## src/hdl/cste_dline.sv

```systemverilog
`timescale 1ns / 1ps
`default_nettype none
// ============================================================================
// cste_dline
// Fixed-depth delay line that advances with the pipeline enable.
// ============================================================================
module cste_dline #(
    parameter int WIDTH = 32,
    parameter int DEPTH = 1
) (
    input  wire logic             aclk,
    input  wire logic             ce,
    input  wire logic [WIDTH-1:0] din,
    output logic      [WIDTH-1:0] dout
);
    logic [WIDTH-1:0] tap_reg [DEPTH];

    always_ff @(posedge aclk) begin
        if (ce) begin
            tap_reg[0] <= din;
            for (int i = 1; i < DEPTH; i++) begin
                tap_reg[i] <= tap_reg[i-1];
            end
        end
    end

    assign dout = tap_reg[DEPTH-1];
endmodule
`default_nettype wire

```

## config.mk

```make
export PLATFORM = sky130hd
export DESIGN_NAME = cste_dline
export DESIGN_NICKNAME = d
export VERILOG_FILES = /design/src/hdl/cste_dline.sv
export SDC_FILE = /design/constraint.sdc
export NUM_CORES = 1
export LEC_CHECK = 0
export BUFFER_PORTS_ARGS = -buffer_cell sky130_fd_sc_hd__buf_2
export CAP_MARGIN = 20
export CORE_MARGIN = 4
export CORE_UTILIZATION = 30
export DETAILED_ROUTE_END_ITERATION = 10
export SYNTH_ARGS = -nofsm -noshare
export SYNTH_HDL_FRONTEND = slang
export SYNTH_SLANG_ARGS = --single-unit
```

## constraint.sdc

```tcl
create_clock -name aclk -period 0.8 [get_ports aclk]
set_input_delay 0.08 -clock aclk [delete_from_list [all_inputs] [get_ports aclk]]
set_output_delay 0.08 -clock aclk [all_outputs]
set_load 0.02 [all_outputs]
```

==> impl_results.md <==
- Final TNS setup: -4.22 ns
- Die footprint: around 4200 sq um
- Max VDD drop: roughly 0.98 mV
- Post-synthesis mux area share: 0%
- Crit end category: output pin
- Global-route wire length before repair: 3590 um
- Fin area: between 1500 and 2000 sq um
- Crit path DAT: approximately 0.9 ns
- Worst path slowest cell: edfxtp_1
- Die Span X: roughly 65 um
- Ant diodes: 0
- Multi-input gate count: 0
- Mapped Area: 961 sq um
- Setup ws final: -0.158 ns
- Clock-pin slew on the worst setup and hold paths: ~0.090 ns
- Power density cells: 1870 nW/um^2
- Die Span Y: 64.6 um
- Clock root cell: clkbuf_4
- CP startpoint kind: flop
- Maximum clock rate: 1040 MHz
- Compound-cell area share of the yosys netlist: 0%
- WHS Path Cells: 2
- Static leakage: roughly 0.79 nW
- PortBufs: 65
- Crit path max fanout: 1
- Placed insts: approximately 140
- Final period utilization: 120%
- Min cycle time layout: 0.958 ns
- Placed inst area: approximately 1400 sq um
- DR DRC count: 0
- Crit. path cell count: 1
- Setup bufs post-CTS: 0
- Seq/Total Area, Yosys: between 90% and 100%
- Placement row count: 20
- Fin. Hold Viols: 0
- Status: complete, but fails checks
- Slowest stage delay, CP: ~0.41 ns
- Layout cells sized above 1: approximately half
- Top_reg_cell synth: edfxtp_1
- RePlAce Congestion: between 0.7 and 0.8
- Final Max Slew Viols: 0
- DR iter-0 viols: 1
- GRT Residual Overflow: 0
- Synth unique cells: 1
- Async SR Flop Fraction: 0%
- WP buf/inv: 1
- Worst path cell trace: buf_6
- Area used by multi-input combinational logic: 0 sq um
- Core Area: 3050 sq um
- Sinks on Clock Net: 32
- H-tree depth: 2
- CTS buffer count: 5
- Routed Antenna Nets: 0
- XOR/XNOR share of the synthesized area: 0%
- Synth Area in Adders: 0%
- WL/cell: roughly 12 um
- Number of synthesized flops with an enable pin: 32
- Final setup vio count: 32
- CP Class: flop to output pin
- Drt total wl: between 2000 and 2500 um
- Synthesized net count: 66
- I/O pins: 66
- Nets@finish: between 150 and 200
- Relative slew slack: a little over 90%
- Largest register FFs: 32
- Initial antenna violation count: 0
- Top cells by count, synth: 32 x edfxtp_1
- CTS tree: built
- Util after Layout: between 60% and 70%
- Vias/cell: around 3.9
- Worst slew pin tran: between 0.1 and 0.15 ns
- CP delay by family, top: flip-flops
- Largest net degree at the start of global routing: 18
- Fin cells: between 150 and 200
- Mapped Cells: 32
- Number of global-route vias before repair: approximately 770
- RSZ-0062 raised after global routing: true
- Failing checks: setup timing
- Yosys top cell by area: edfxtp_1
- Cell with the most instances after synthesis: edfxtp_1
- Synth top area share: 100%
- Dpl ws: 0.114 ns
- Syn Area/Cell: 30.0 sq um
- GRT Util Overall: 11.8%
- Vias: between 700 and 800
- Synth area leaders: edfxtp_1 100%
- Starting Density: a little under a third
- YS warnings: 0
- Clk buf depth: 2
- Max Cap Viol: 0
- CP Data Required Time: around 0.72 ns
- Simple-Gate Fraction of Synth Area: 0%
- P&R area growth vs syn: 94.5%
- Worst hold path type: primary input to flop
- Number of iterations in the first detailed-routing pass: 2
- Seq cells post-synth: 32
-- worst paths after layout --
check | to | slack (ns) | start
setup / recovery | dout[21] | -0.16 | tap_reg[0][21]
hold / removal | tap_reg[0][29] | 0.18 | ce
-- cell usage in the layout (no fill, tap or decap) --
master and n:
buf_2 46, buf_12 2, clkbuf_4 5, dlygate4sd3_1 32
edfxtp_1 32, clkinv_1 1, buf_6 19, clkbuf_1 2
-- timing repair --
item,4_1_cts,5_1_grt
hold buffers,32,0
resized for setup,10,28
hold endpoints to repair,32,0
setup endpoints to repair,32,32
-- per-stage QoR --
stage | hold WS, ns | power [W]
3_3_place_gp | 0.257 | 0.00248
3_5_place_dp | 0.258 | 0.00249
2_1_floorplan | 0.179 | 0.00224
4_1_cts | 0.168 | 0.00346
6_report | 0.179 | 0.00350
5_1_grt | 0.165 | 0.00366
-- routing by layer --
metal  up-vias  global-route usage [%]  wire [um]  share of wire (%)
met2        36                    21.3       1270                 56
met3         7                    4.51        194                8.5
met4         0                    6.33         33                1.5
met5         -                       0          0                  0
met1       321                    11.6        775                 34
li1        343                       -          -                  -
-- where the power goes --
part	switching [W]	internal, W	leakage (nW)	total [W]
Sequential	0.0000459	0.00199	0.313	0.00204
Clock	0.000497	0.000337	0.0269	0.000834
Combinational	0.000287	0.000346	0.448	0.000633
Total	0.000830	0.00267	0.788	0.00350
-- layout make-up --
class	instances	area, sq um
fill	267	1180
sequential	32	961
timing repair buffer	99	805
tap	44	55.1
clock buffer	7	45.0
clock inverter	1	3.75
-- logic make-up (layout without fill, tap and decap cells) --
logic type             count (synthesis)  in the layout
buffers and inverters                  0            107
flip-flops                            32             32
Power figures use the tool's default switching activity.
